**src/hw/rtl/sap_pkg.sv**
```systemverilog
`default_nettype none

package sap_pkg;

	// register indexes on the configuration channel
	localparam int CFG_IDX_W = 3;
	localparam logic [CFG_IDX_W-1:0] CFG_MIN_PULSE      = 3'd0;
	localparam logic [CFG_IDX_W-1:0] CFG_MAX_PULSE      = 3'd1;
	localparam logic [CFG_IDX_W-1:0] CFG_MAP_LOW_ANGLE  = 3'd2;
	localparam logic [CFG_IDX_W-1:0] CFG_MAP_HIGH_ANGLE = 3'd3;
	localparam logic [CFG_IDX_W-1:0] CFG_ANGLE_OFFSET   = 3'd4;
	localparam logic [CFG_IDX_W-1:0] CFG_PULSE_DEADBAND = 3'd5;

	// command codes
	localparam logic CMD_ANGLE = 1'b0;
	localparam logic CMD_RAW   = 1'b1;

	// build-time limits on the pulse range
	localparam logic [15:0] PULSE_FLOOR   = 16'd500;
	localparam logic [15:0] PULSE_CEILING = 16'd2500;

	// divider sizes
	localparam int NUM_W = 36;
	localparam int DEN_W = 19;
	localparam int CNT_W = $clog2(NUM_W + 1);

	typedef struct packed {
		logic [15:0]        min_pulse;
		logic [15:0]        max_pulse;
		logic signed [10:0] map_low_angle;
		logic signed [10:0] map_high_angle;
		logic signed [9:0]  angle_offset;
		logic [7:0]         pulse_deadband;
	} sap_cfg_t;

	localparam sap_cfg_t CFG_RESET = '{
		min_pulse:      16'd1000,
		max_pulse:      16'd2000,
		map_low_angle:  11'sd0,
		map_high_angle: 11'sd180,
		angle_offset:   10'sd0,
		pulse_deadband: 8'd0
	};

endpackage

`default_nettype wire

```
**src/hw/rtl/sap_if.sv**
```systemverilog
`default_nettype none

// command channel
interface sap_cmd_if ();
	logic               valid;
	logic               ready;
	logic               command;
	logic signed [16:0] angle_hundredths;
	logic [15:0]        raw_pulse;

	modport source (output valid, command, angle_hundredths, raw_pulse, input ready);
	modport sink   (input valid, command, angle_hundredths, raw_pulse, output ready);
endinterface

// result channel
interface sap_res_if ();
	logic               valid;
	logic               ready;
	logic [15:0]        compare_value;
	logic signed [17:0] limited_angle;
	logic               map_error;

	modport source (output valid, compare_value, limited_angle, map_error, input ready);
	modport sink   (input valid, compare_value, limited_angle, map_error, output ready);
endinterface

// register write channel
interface sap_cfg_if import sap_pkg::*; ();
	logic                 valid;
	logic                 ready;
	logic [CFG_IDX_W-1:0] index;
	logic [15:0]          data;

	modport source (output valid, index, data, input ready);
	modport sink   (input valid, index, data, output ready);
endinterface

`default_nettype wire

```
**src/hw/rtl/sap_cfg_regs.sv**
```systemverilog
`default_nettype none

module sap_cfg_regs import sap_pkg::*; (
	input  wire logic                 clk,
	input  wire logic                 arst_n,
	input  wire logic                 wr_en,
	input  wire logic [CFG_IDX_W-1:0] wr_index,
	input  wire logic [15:0]          wr_data,
	output sap_cfg_t                  regs
);

	sap_cfg_t regs_q;

	always_ff @(posedge clk or negedge arst_n) begin
		if (!arst_n) begin
			regs_q <= CFG_RESET;
		end else if (wr_en) begin
			unique case (wr_index)
				CFG_MIN_PULSE:      regs_q.min_pulse      <= wr_data;
				CFG_MAX_PULSE:      regs_q.max_pulse      <= wr_data;
				CFG_MAP_LOW_ANGLE:  regs_q.map_low_angle  <= $signed(wr_data[10:0]);
				CFG_MAP_HIGH_ANGLE: regs_q.map_high_angle <= $signed(wr_data[10:0]);
				CFG_ANGLE_OFFSET:   regs_q.angle_offset   <= $signed(wr_data[9:0]);
				CFG_PULSE_DEADBAND: regs_q.pulse_deadband <= wr_data[7:0];
				default: ; // unused indexes are dropped
			endcase
		end
	end

	assign regs = regs_q;

endmodule

`default_nettype wire

```
**src/hw/rtl/sap_div.sv**
```systemverilog
`default_nettype none

// restoring divider, one quotient bit per cycle
module sap_div import sap_pkg::*; (
	input  wire logic             clk,
	input  wire logic             arst_n,
	input  wire logic             start,
	input  wire logic [NUM_W-1:0] dividend,
	input  wire logic [DEN_W-1:0] divisor,
	output logic                  done,
	output logic [NUM_W-1:0]      quotient
);

	logic             busy_q;
	logic             done_q;
	logic [CNT_W-1:0] cnt_q;
	logic [NUM_W-1:0] acc_q;
	logic [DEN_W-1:0] rem_q;
	logic [DEN_W-1:0] dvs_q;

	logic [DEN_W:0]   trial;
	logic [DEN_W:0]   trial_sub;
	logic             fits;
	logic [DEN_W-1:0] rem_nxt;

	assign trial     = {rem_q, acc_q[NUM_W-1]};
	assign trial_sub = trial - {1'b0, dvs_q};
	assign fits      = (trial >= {1'b0, dvs_q});
	// remainder stays below the divisor, so the top bit drops out
	assign rem_nxt   = fits ? trial_sub[DEN_W-1:0] : trial[DEN_W-1:0];

	always_ff @(posedge clk or negedge arst_n) begin
		if (!arst_n) begin
			busy_q <= 1'b0;
			done_q <= 1'b0;
			cnt_q  <= '0;
		end else if (start) begin
			busy_q <= 1'b1;
			done_q <= 1'b0;
			cnt_q  <= '0;
		end else if (busy_q) begin
			cnt_q <= cnt_q + 1'b1;
			if (cnt_q == CNT_W'(NUM_W - 1)) begin
				busy_q <= 1'b0;
				done_q <= 1'b1;
			end
		end else begin
			done_q <= 1'b0;
		end
	end

	always_ff @(posedge clk) begin
		if (start) begin
			acc_q <= dividend;
			rem_q <= '0;
			dvs_q <= divisor;
		end else if (busy_q) begin
			acc_q <= {acc_q[NUM_W-2:0], fits};
			rem_q <= rem_nxt;
		end
	end

	assign done     = done_q;
	assign quotient = acc_q;

endmodule

`default_nettype wire

```
**src/hw/rtl/servo_angle_to_pulse.sv**
```systemverilog
`default_nettype none

// Servo angle to pulse width converter. A transaction on cmd carries either an
// angle in hundredths of a degree or a raw pulse width; each one yields exactly
// one transaction on res holding the timer compare value, the angle clamped to
// the map range (less the offset) and a flag for a degenerate map. Angles are
// mapped linearly from the configured angle range onto the pulse range (the
// configured range limited to PULSE_FLOOR..PULSE_CEILING), rounded half away
// from zero, and then pass, like raw pulses, through a deadband filter that
// keeps the stored pulse unless the new one moves by more than the deadband.
// Items are handled one at a time: an angle item waits on the 36-step restoring
// divider that does the mapping division, while a raw item and an item with
// equal map ends skip it. A finished result sits in the output register, so the
// next item is taken while it waits; the result of that next item waits until
// it is taken. Registers must be written on cfg only while no item is in flight;
// the block itself does not enforce this. cfg is always ready and needs no
// clearing after reset.
module servo_angle_to_pulse import sap_pkg::*; (
	input  wire logic clk,
	input  wire logic arst_n,
	sap_cmd_if.sink   cmd,
	sap_res_if.source res,
	sap_cfg_if.sink   cfg
);

	// sequencer codes
	localparam logic [2:0] ST_IDLE   = 3'd0;
	localparam logic [2:0] ST_PREP1  = 3'd1;
	localparam logic [2:0] ST_PREP2  = 3'd2;
	localparam logic [2:0] ST_MUL    = 3'd3;
	localparam logic [2:0] ST_DIVST  = 3'd4;
	localparam logic [2:0] ST_DIV    = 3'd5;
	localparam logic [2:0] ST_ROUND  = 3'd6;
	localparam logic [2:0] ST_COMMIT = 3'd7;

	logic [2:0] state_q;
	logic       res_valid_q;
	logic [15:0] last_q;   // stored pulse, also the compare value on res

	sap_cfg_t cfg_regs;

	// item payload and intermediate results
	logic signed [16:0] angle_q;
	logic [15:0]        emin_q;
	logic [15:0]        emax_q;
	logic signed [17:0] a_q;       // angle plus offset, hundredths
	logic signed [17:0] lo_q;
	logic signed [17:0] hi_q;
	logic signed [16:0] off_q;
	logic signed [18:0] dif_q;     // angle minus low end
	logic signed [18:0] den_q;     // high end minus low end
	logic signed [16:0] rng_q;     // emax minus emin
	logic signed [35:0] prod_q;
	logic [17:0]        den_abs_q;
	logic               neg_q;
	logic [15:0]        pulse_q;
	logic signed [17:0] lim_q;
	logic               err_q;
	logic signed [17:0] lim_out_q;
	logic               err_out_q;

	logic cmd_fire;
	logic commit_fire;

	// configuration registers
	sap_cfg_regs u_cfg (
		.clk      (clk),
		.arst_n   (arst_n),
		.wr_en    (cfg.valid),
		.wr_index (cfg.index),
		.wr_data  (cfg.data),
		.regs     (cfg_regs)
	);

	assign cfg.ready = 1'b1;

	// effective pulse range from the registers
	logic [15:0] emin_nxt;
	logic [15:0] emax_nxt;

	assign emin_nxt = (cfg_regs.min_pulse < PULSE_FLOOR)   ? PULSE_FLOOR   : cfg_regs.min_pulse;
	assign emax_nxt = (cfg_regs.max_pulse > PULSE_CEILING) ? PULSE_CEILING : cfg_regs.max_pulse;

	// first prep step: degrees to hundredths, offset added
	logic signed [16:0] off100;
	logic signed [17:0] lo100;
	logic signed [17:0] hi100;
	logic signed [17:0] a_nxt;

	assign off100 = 17'($signed(cfg_regs.angle_offset)) * 17'sd100;
	assign lo100  = 18'($signed(cfg_regs.map_low_angle)) * 18'sd100;
	assign hi100  = 18'($signed(cfg_regs.map_high_angle)) * 18'sd100;
	assign a_nxt  = 18'(angle_q) + 18'(off100);

	// second prep step: clamp for the reported angle, map operands
	logic signed [17:0] cmin;
	logic signed [17:0] cmax;
	logic signed [17:0] cl;
	logic signed [18:0] lim_wide;
	logic signed [16:0] rng_nxt;

	assign cmin     = (lo_q < hi_q) ? lo_q : hi_q;
	assign cmax     = (lo_q < hi_q) ? hi_q : lo_q;
	assign cl       = (a_q < cmin) ? cmin : ((a_q > cmax) ? cmax : a_q);
	assign lim_wide = 19'(cl) - 19'(off_q);
	assign rng_nxt  = $signed({1'b0, emax_q}) - $signed({1'b0, emin_q});

	// product of angle span and pulse span, magnitude of the angle range
	logic signed [35:0] prod;
	logic signed [18:0] den_neg;

	assign prod    = 36'(dif_q) * 36'(rng_q);
	assign den_neg = -den_q;

	// divider operands: rounding half away from zero as (2|n| + |d|) / (2|d|)
	logic [NUM_W-1:0] p2;
	logic [NUM_W-1:0] dividend;
	logic [DEN_W-1:0] divisor;
	logic             div_done;
	logic [NUM_W-1:0] quo;

	assign p2       = {prod_q[34:0], 1'b0};
	// negative product: add ~2p + 1, which is -2p
	assign dividend = (prod_q[35] ? ~p2 : p2) + NUM_W'(den_abs_q) + NUM_W'(prod_q[35]);
	assign divisor  = {den_abs_q, 1'b0};

	sap_div u_div (
		.clk      (clk),
		.arst_n   (arst_n),
		.start    (state_q == ST_DIVST),
		.dividend (dividend),
		.divisor  (divisor),
		.done     (div_done),
		.quotient (quo)
	);

	// signed quotient plus emin, saturated to the 16-bit range
	logic signed [37:0] qs;
	logic signed [37:0] rsum;
	logic [15:0]        pulse_nxt;

	assign qs   = neg_q ? -$signed({2'b00, quo}) : $signed({2'b00, quo});
	assign rsum = qs + $signed({22'd0, emin_q});

	always_comb begin
		if (rsum[37]) begin
			pulse_nxt = 16'd0;
		end else if (|rsum[36:16]) begin
			pulse_nxt = 16'hFFFF;
		end else begin
			pulse_nxt = rsum[15:0];
		end
	end

	// deadband filter and clamp to the effective range
	logic signed [16:0] pdiff;
	logic [16:0]        pdiff_abs;
	logic               take;
	logic [15:0]        clamped;
	logic [15:0]        last_nxt;

	assign pdiff     = $signed({1'b0, pulse_q}) - $signed({1'b0, last_q});
	assign pdiff_abs = pdiff[16] ? 17'(-pdiff) : 17'(pdiff);
	assign take      = !err_q && (pdiff_abs > {9'd0, cfg_regs.pulse_deadband});
	// emin is tested first, so an empty range sends anything at or above emin to emax
	assign clamped   = (pulse_q < emin_q) ? emin_q : ((pulse_q > emax_q) ? emax_q : pulse_q);
	assign last_nxt  = take ? clamped : last_q;

	assign cmd_fire    = cmd.valid && cmd.ready;
	assign commit_fire = (state_q == ST_COMMIT) && (!res_valid_q || res.ready);

	// sequencer, output valid and stored pulse
	always_ff @(posedge clk or negedge arst_n) begin
		if (!arst_n) begin
			state_q     <= ST_IDLE;
			res_valid_q <= 1'b0;
			last_q      <= '0;
		end else begin
			// a new result may replace the one taken on this edge
			if (commit_fire) begin
				res_valid_q <= 1'b1;
			end else if (res_valid_q && res.ready) begin
				res_valid_q <= 1'b0;
			end
			unique case (state_q)
				ST_IDLE: begin
					if (cmd_fire) begin
						state_q <= (cmd.command == CMD_RAW) ? ST_COMMIT : ST_PREP1;
					end
				end
				ST_PREP1: state_q <= ST_PREP2;
				// equal map ends skip the mapping and hold the pulse
				ST_PREP2: state_q <= (hi_q == lo_q) ? ST_COMMIT : ST_MUL;
				ST_MUL:   state_q <= ST_DIVST;
				ST_DIVST: state_q <= ST_DIV;
				ST_DIV: begin
					if (div_done) begin
						state_q <= ST_ROUND;
					end
				end
				ST_ROUND: state_q <= ST_COMMIT;
				ST_COMMIT: begin
					if (commit_fire) begin
						state_q <= ST_IDLE;
						last_q  <= last_nxt;
					end
				end
				default: state_q <= ST_IDLE;
			endcase
		end
	end

	// datapath registers
	always_ff @(posedge clk) begin
		unique case (state_q)
			ST_IDLE: begin
				if (cmd_fire) begin
					angle_q <= cmd.angle_hundredths;
					emin_q  <= emin_nxt;
					emax_q  <= emax_nxt;
					pulse_q <= cmd.raw_pulse;
					lim_q   <= '0;
					err_q   <= 1'b0;
				end
			end
			ST_PREP1: begin
				a_q   <= a_nxt;
				lo_q  <= lo100;
				hi_q  <= hi100;
				off_q <= off100;
			end
			ST_PREP2: begin
				lim_q <= $signed(lim_wide[17:0]);
				err_q <= (hi_q == lo_q);
				dif_q <= 19'(a_q) - 19'(lo_q);
				den_q <= 19'(hi_q) - 19'(lo_q);
				rng_q <= rng_nxt;
			end
			ST_MUL: begin
				prod_q    <= prod;
				neg_q     <= prod[35] != den_q[18];
				den_abs_q <= den_q[18] ? den_neg[17:0] : den_q[17:0];
			end
			ST_DIVST: ;
			ST_DIV:   ;
			ST_ROUND: pulse_q <= pulse_nxt;
			ST_COMMIT: begin
				if (commit_fire) begin
					lim_out_q <= lim_q;
					err_out_q <= err_q;
				end
			end
			default: ;
		endcase
	end

	assign cmd.ready         = (state_q == ST_IDLE);
	assign res.valid         = res_valid_q;
	assign res.compare_value = last_q;
	assign res.limited_angle = lim_out_q;
	assign res.map_error     = err_out_q;

endmodule

`default_nettype wire

```
**src/flat_wrapper.sv**
```systemverilog
// flat-port wrapper written by rule: the top's interface ports become plain ports
module servo_angle_to_pulse_flat import sap_pkg::*;
  (clk, arst_n, cmd_valid, cmd_command, cmd_angle_hundredths, cmd_raw_pulse, cmd_ready, res_valid, res_compare_value, res_limited_angle, res_map_error, res_ready, cfg_valid, cfg_index, cfg_data, cfg_ready);
  sap_cmd_if cmd_i ();
  sap_res_if res_i ();
  sap_cfg_if cfg_i ();
  input  wire logic clk;
  input  wire logic arst_n;
  input wire logic [$bits(cmd_i.valid)-1:0] cmd_valid;
  input wire logic [$bits(cmd_i.command)-1:0] cmd_command;
  input wire logic [$bits(cmd_i.angle_hundredths)-1:0] cmd_angle_hundredths;
  input wire logic [$bits(cmd_i.raw_pulse)-1:0] cmd_raw_pulse;
  output wire logic [$bits(cmd_i.ready)-1:0] cmd_ready;
  output wire logic [$bits(res_i.valid)-1:0] res_valid;
  output wire logic [$bits(res_i.compare_value)-1:0] res_compare_value;
  output wire logic [$bits(res_i.limited_angle)-1:0] res_limited_angle;
  output wire logic [$bits(res_i.map_error)-1:0] res_map_error;
  input wire logic [$bits(res_i.ready)-1:0] res_ready;
  input wire logic [$bits(cfg_i.valid)-1:0] cfg_valid;
  input wire logic [$bits(cfg_i.index)-1:0] cfg_index;
  input wire logic [$bits(cfg_i.data)-1:0] cfg_data;
  output wire logic [$bits(cfg_i.ready)-1:0] cfg_ready;
  assign cmd_i.valid = cmd_valid;
  assign cmd_i.command = cmd_command;
  assign cmd_i.angle_hundredths = cmd_angle_hundredths;
  assign cmd_i.raw_pulse = cmd_raw_pulse;
  assign cmd_ready = cmd_i.ready;
  assign res_valid = res_i.valid;
  assign res_compare_value = res_i.compare_value;
  assign res_limited_angle = res_i.limited_angle;
  assign res_map_error = res_i.map_error;
  assign res_i.ready = res_ready;
  assign cfg_i.valid = cfg_valid;
  assign cfg_i.index = cfg_index;
  assign cfg_i.data = cfg_data;
  assign cfg_ready = cfg_i.ready;
  servo_angle_to_pulse u_core (.clk(clk), .arst_n(arst_n), .cmd(cmd_i), .res(res_i), .cfg(cfg_i));
endmodule
```
**config.mk**
```make
export PLATFORM = sky130hd
export DESIGN_NAME = servo_angle_to_pulse_flat
export DESIGN_NICKNAME = d
export VERILOG_FILES = /design/src/hw/rtl/sap_pkg.sv /design/src/hw/rtl/sap_if.sv /design/src/hw/rtl/sap_cfg_regs.sv /design/src/hw/rtl/sap_div.sv /design/src/hw/rtl/servo_angle_to_pulse.sv /design/src/flat_wrapper.sv
export SDC_FILE = /design/constraint.sdc
export NUM_CORES = 2
export LEC_CHECK = 0
export BUFFER_PORTS_ARGS = -buffer_cell sky130_fd_sc_hd__buf_2
export CORE_MARGIN = 2
export CORE_UTILIZATION = 49
export CTS_CLUSTER_DIAMETER = 80
export DETAILED_ROUTE_END_ITERATION = 6
export GPL_ROUTABILITY_DRIVEN = 1
export PLACE_DENSITY_LB_ADDON = 0.15
export REMOVE_ABC_BUFFERS = 1
export SYNTH_ARGS = -nofsm -noshare
export SYNTH_HDL_FRONTEND = slang
export SYNTH_SLANG_ARGS = --single-unit
```
**constraint.sdc**
```tcl
create_clock -name clk -period 12.6 [get_ports clk]
set_input_delay 2.52 -clock clk [delete_from_list [all_inputs] [get_ports clk]]
set_output_delay 2.52 -clock clk [all_outputs]
set_load 0.02 [all_outputs]
```
* Word-level counts from Yosys, hierarchy flattened
Cells that the tools add are included.
** Word-level totals
- Register bits after elaboration :: 451
- Bits in latches :: 0
- Memory bits (writable) :: 0
- Memory bits (read-only) :: 0
- Bits of input ports :: 58
- Output and inout port bits :: 38
- Memories kept :: 0
** Cells by class
- $add $sub $neg :: 14
- Multiply operators :: 4
- Divide/modulo/power cells :: 0
- $lt $le $gt $ge :: 9
- Eq/ne operators :: 19
- Shift operators :: 0
- Muxes and demuxes :: 37
- Bitwise gates (word level) :: 1
- Reduce and logical (&&, ||, !) cells :: 26
** Operator list (number)
- 18-bit 2-to-1 mux :: 6
- 36-bit 2-to-1 mux :: 3
- 16-bit 2-to-1 mux :: 5
- 38-bit by 17-bit adder with 38-bit output :: 1
- 38-bit 2-to-1 mux :: 1
- 36-bit negation with 38-bit output :: 1
- 18-bit by 18-bit subtractor with 19-bit output :: 2
- 36-bit by 1-bit adder with 36-bit output :: 1
- 36-bit by 18-bit adder with 36-bit output :: 1
- 18-bit < comparator :: 2
- 19-bit by 17-bit multiplier with 36-bit output :: 1
- 36-bit inverter :: 1
- 18-bit one-hot mux with 2 select lines :: 1
- 16-bit by 16-bit subtractor with 17-bit output :: 2
- 11-bit by 6-bit multiplier with 16-bit output, second input constant :: 2
- 16-bit one-hot mux with 2 select lines :: 1
- 3-bit one-hot mux with 8 select lines :: 1
- 21-bit OR reduction :: 1
- 20-bit by 19-bit >= comparator with 1-bit output :: 1
- 2-bit AND reduction :: 10
- 19-bit 2-to-1 mux :: 1
- 19-bit subtractor :: 1
- 17-bit by 17-bit adder with 18-bit output :: 1
- 3-bit == test, second input constant :: 6
- 30 further kinds :: 57

* Depth between registers and ports, before layout
- Depth in word-level cells :: 7
- Gate-level depth with buffers :: 36
- Gate-level depth less buffers :: 32

* Hierarchy
From an unflattened synthesis, not the netlist that was laid out.
** Second synthesis, totals
- Cell total of the unflattened synthesis :: 4313
- Area total of the unflattened synthesis :: 43181.4 um2
** By module, submodules not included
- servo_angle_to_pulse :: times used 1, cells each 3766, area an instance 36013.3 um2, sequential area each 8728.4 um2
- sap_div :: times used 1, cells each 391, area an instance 4419.2 um2, sequential area each 2232.1 um2
- sap_cfg_regs :: times used 1, cells each 156, area an instance 2748.9 um2, sequential area each 1821.7 um2

* Least setup slack after synthesis
OpenSTA, ideal clock, no wires.
- Kind :: flip-flop to flip-flop
- Start point :: register u_core.lo_q[3]
- End point :: register u_core.lim_q[17] (data pin)
- Setup time :: 260 ps
- Arrival :: 7115 ps
- Data required time :: 12340 ps
- Path slack :: 5225 ps
- Stages on the path, launching flop included :: 35
- Buffers on the path :: 5
- Period minus slack after synthesis :: 7375 ps
- Path through :: edfxtp_1 > inv_1 > ha_1 > nor2b_1 > o31a_1 > o31a_1 > o211ai_1 > a21oi_1 > mux2_2 > clkbuf_1 > clkbuf_1 > buf_1 > mux2i_1 > ha_1 > a21o_1 > a21oi_1 > nor2b_1 > o21ai_0 > a31o_2 > and3b_1 > a21boi_0 > nor2_1 > clkbuf_1 > clkbuf_1 > a21oi_1 > ha_1 > o21ai_0 > a21boi_0 > o211ai_1 > a21oi_1 > nor3_1 > o41ai_1 > a31oi_1 > and2_1 > mux2_2
** Between the ends
- Cells in the longest elaborated chain, start to end :: 7
- Elaborated cells between the ends (all ways) :: 9
- Classes of those cells :: 1 x add/sub; 3 x order compare; 5 x mux
** RTL lines
- from (decl) :: RTL line servo_angle_to_pulse.sv:47 : logic signed [17:0] lo_q;
- from (signal assigned) :: RTL line servo_angle_to_pulse.sv:228 : lo_q <= lo100;
- 18-bit < comparator :: RTL line servo_angle_to_pulse.sv:102, servo_angle_to_pulse.sv:103
- 18-bit 2-to-1 mux :: RTL line servo_angle_to_pulse.sv:103 : assign cmax = (lo_q < hi_q) ? hi_q : lo_q;
- 18-bit > comparator :: RTL line servo_angle_to_pulse.sv:104 : assign cl = (a_q < cmin) ? cmin : ((a_q > cmax) ? cmax : a_q);
- 18-bit 2-to-1 mux :: RTL line servo_angle_to_pulse.sv:104
- 18-bit 2-to-1 mux * :: RTL line servo_angle_to_pulse.sv:104
- 18-bit by 17-bit subtractor with 18-bit output * :: RTL line servo_angle_to_pulse.sv:105 : assign lim_wide = 19'(cl) - 19'(off_q);
- 18-bit one-hot mux with 2 select lines * :: RTL line servo_angle_to_pulse.sv:215 : unique case (state_q)
- to (signal assigned) :: RTL line servo_angle_to_pulse.sv:233 : lim_q <= $signed(lim_wide[17:0]);
- to (decl) :: RTL line servo_angle_to_pulse.sv:57 : logic signed [17:0] lim_q;
Every way passes the cells marked *; elsewhere a longest branch is shown, timed or not.
A chain may end at the register's enable or synchronous reset.

* Worst setup path in the final report
- Start point :: register u_core.lo_q[8]
- End point :: register u_core.lim_q[17] (data pin)
The elaborated chain is that of the path after synthesis.

==> flow_summary_export.csv <==
group,metric,value,unit
run_status,status,"finished, final reports clean",
logic_synthesis,synth_top_cell_by_area,"edfxtp_1",
cells_and_area,nets,5225,
worst_hold_path,min_from,"u_core.lim_q[1]$_SDFFCE_PP0P_",
cts,cts_resized,0,
timing,rsz0062_at_grt,"false",
logic_synthesis,netlist_instances,4355,
cts,htreeDepth,2,
timing,relSlewSlack,19.6,%
logic_synthesis,yosys-top-cells-count,"inv_1 (608), ha_1 (406), fa_1 (359), nand2_1 (359), edfxtp_1 (326)",
setup_path,crit_fanout,33,
place,place.gp.congestion,0.900,
timing,fin_crit_sh,68.4,%
timing,max_freq,0.116,GHz
detailed_routing,firstDrtPassIters,6,
flow_run,max_cap_violations,0,
timing,tns,0,ps
timing,fin_ws,3980,ps
cells_and_area,fin_util,53.6,%
detailed_routing,route.final.wire_length,108000,microns
timing,drv_slew,0,
cts,cts_max_path_buffers,3,
timing,period_needed,8620,ps
setup_path,cp_slowest_stage_delay,930,ps
cells_and_area,syn_to_final_growth,8.19,%
cts,path_clk_slew,60,ps
grt,antenna_found_initial,3,
detailed_routing,drc,0,
detailed_routing,drt-initial-drc-count,1961,
setup_path,critPathTopFamily,"compound AO/OA/AOI/OAI gates",
grt,gr-usage-all-layers,24.6,%
detailed_routing,vias_per_cell,5.50,
setup_path,slowest_stage,"mux2_2",
logic_synthesis,synth-seq-area-share,29.5,%
logic_synthesis,yosys.area.top_type_share,22.7,%
setup_path,endpoint_kind,"register",
setup_path,r2r-start,"u_core.lo_q[8]$_DFFE_PP_",
logic_synthesis,ys_ff_latch,445,
cts,cts-root-buf,"clkbuf_16",
setup_path,startpoint_type,"register",
timing,finalHoldViolations,0,
grt,grt_max_degree,85,
cells_and_area,diodes,0,
grt,grt_pass1_vias,30900,
setup_path,critPathBufInv,2,
worst_hold_path,hold_path_depth,0,
floorplan,num_rows,108,
floorplan,dieHeight,300,microns
cts,cts_tree,"done",
logic_synthesis,yosysMostFrequentCell,"inv_1",
cts,post-cts-setup-buffer-count,0,
timing,skew,55.7,ps
logic_synthesis,ys_async_sr_fraction,22.5,%
setup_path,timing.rr.end,"u_core.lim_q[17]$_SDFFCE_PN0P_",
detailed_routing,num_vias,30800,
setup_path,worstRegToRegCells,32,
logic_synthesis,ys.flop_type,"edfxtp_1",
place,io_buffers,94,
logic_synthesis,yosysWarnings,0,
detailed_routing,postRouteAntennaNets,0,
setup_path,critPathRequiredTime,13000,ps
cts,cts_buffers,54,
setup_path,worstSetupPathType,"reg2reg",
place,preCtsSetupSlack,3980,ps
floorplan,initial_utilization,49.5,%
floorplan,dieWidth,300,microns
timing,setup_viol,0,
grt,overflow,0,
worst_hold_path,hold_path_end,"u_core.res.limited_angle[1]$_DFFE_PP_",
timing,worstMarginPinSlew,1200,ps
setup_path,cpMostUsedCell,"a21oi_1",
setup_path,r2r_slack,3980,ps
grt,grt_pass1_wl,174000,microns
logic_synthesis,ys_types,106,
logic_synthesis,synth_edf_count,326,
worst_hold_path,holdCritPathClass,"reg2reg",
place,hpwl,85700,microns
cts,numClockSinks,445,
logic_synthesis,synth_area_leaders,"edfxtp_1 (23%), fa_1 (17%), ha_1 (12%), inv_1 (5.3%), dfrtp_1 (4.9%)",
floorplan,coreArea,0.0869,sq mm
cts,hold_buffers,0,
detailed_routing,wl_per_cell,19.3,microns
logic_synthesis,synth_area,0.0431,sq mm
cts,clk_latency,640,ps
setup_path,arrival,9020,ps
floorplan,ios,96,
floorplan,die_area,0.0902,sq mm
logic_synthesis,synth.avg_cell_area,9.89,sq um
cells_and_area,drive_gt1_share,8.77,%
layout by cell type (no fill, tap or decap), types with 18 or more instances in the layout:
| master | netlist | routed |
|---|---|---|
| inv_1 | 608 | 606 |
| ha_1 | 406 | 406 |
| fa_1 | 359 | 359 |
| nand2_1 | 359 | 358 |
| edfxtp_1 | 326 | 326 |
| a21oi_1 | 206 | 206 |
| o21ai_0 | 206 | 205 |
| nor2_1 | 193 | 190 |
| xnor2_1 | 170 | 170 |
| and2_1 | 164 | 164 |
| buf_2 | 6 | 93 |
| nand2b_1 | 88 | 88 |
| nor3_1 | 88 | 87 |
| mux2i_1 | 86 | 86 |
| xor2_1 | 84 | 84 |
| mux2_2 | 84 | 84 |
| dfrtp_1 | 84 | 84 |
| a21o_1 | 57 | 57 |
| clkbuf_16 | 0 | 56 |
| nor2b_1 | 53 | 52 |
| nand3_1 | 47 | 47 |
| buf_4 | 1 | 37 |
| nand4_1 | 35 | 35 |
| o21a_1 | 34 | 34 |
| and3_1 | 33 | 33 |
| or3_1 | 30 | 30 |
| o31ai_1 | 30 | 29 |
| a21boi_0 | 23 | 23 |
| a31oi_1 | 23 | 23 |
| or2_2 | 20 | 20 |
| dfxtp_1 | 19 | 19 |
| or4_1 | 18 | 18 |
| o21bai_1 | 18 | 18 |
metal layers:
layer  wire length [microns]  vias up  GRT usage [%]
met5                       0        -              0
met1                   49000    15100           34.1
li1                        -    15000              -
met4                    3900        0           8.50
met3                    5060      151           3.30
met2                   50400      602           39.9
per-stage QoR:
step,std cells,cell area [sq um],hold slack (ps)
after floorplan,4216,42500,400
after global placement,5501,44800,403
after detailed placement,5501,44800,406
after CTS,5602,46600,418
after global routing,5602,46600,437
final,5602,46600,416
worst register-to-register path, delay by kind of cell (launching register included):
kind | cells | cell delay (ps)
DFF | 1 | 380
muxes | 4 | 1770
and+or+nand+nor | 7 | 1380
AOI/OAI and AO/OA | 16 | 3550
adders and majority gates | 3 | 890
buffers and inverters | 2 | 420
cells by family (layout without fill, tap and decap cells):
| logic type | count (synthesis) | after routing | synth area share [%] |
|---|---|---|---|
| buf+inv | 751 | 840 | 6.61 |
| flops | 445 | 445 | 29.5 |
| fa+ha+maj | 765 | 765 | 28.5 |
| compound gates | 766 | 766 | 11.6 |
| other cells | 2 | 5 | 0.0174 |
| simple gates | 1200 | 1200 | 14.3 |
| xor+xnor | 256 | 256 | 5.26 |
| mux | 170 | 170 | 4.20 |
how the worst max path moves through the flow:
stage | start | to | slack [ps] | depth (start not counted)
CTS | u_core.lo_q[8]$_DFFE_PP_ | u_core.lim_q[17]$_SDFFCE_PN0P_ | 3960 | 32
floorplan | u_core.lo_q[3]$_DFFE_PP_ | u_core.lim_q[17]$_SDFFCE_PN0P_ | 5030 | 31
finish | u_core.lo_q[8]$_DFFE_PP_ | u_core.lim_q[17]$_SDFFCE_PN0P_ | 3980 | 32
global route | u_core.lo_q[3]$_DFFE_PP_ | u_core.lim_q[17]$_SDFFCE_PN0P_ | 3220 | 32
global placement | u_core.hi_q[10]$_DFFE_PP_ | u_core.lim_q[17]$_SDFFCE_PN0P_ | 4120 | 31
detailed placement | u_core.hi_q[10]$_DFFE_PP_ | u_core.lim_q[17]$_SDFFCE_PN0P_ | 3980 | 31
flip-flops by register name (all words and copies together), names as in the netlist, 18 cells and up:
signal / cells
u_core.prod_q: 36
u_core.a_q: 18
u_core.lim_q: 18
u_core.res.limited_angle: 18
u_core.u_div.rem_q: 19
u_core.dif_q: 19
u_core.u_div.quotient: 36
u_core.u_cfg.regs: 72
layout make-up:
type	count	area [sq um]
multi-input combinational	3162	27600
sequential	445	12700
clock buffer	69	1480
tap	1155	1450
timing repair buffer	130	743
inverter	609	2290
fill	7881	40300
clock inverter	32	318
Power is not shown: default switching activity piles up to over one toggle a cycle in this logic, so the estimate is an artifact.
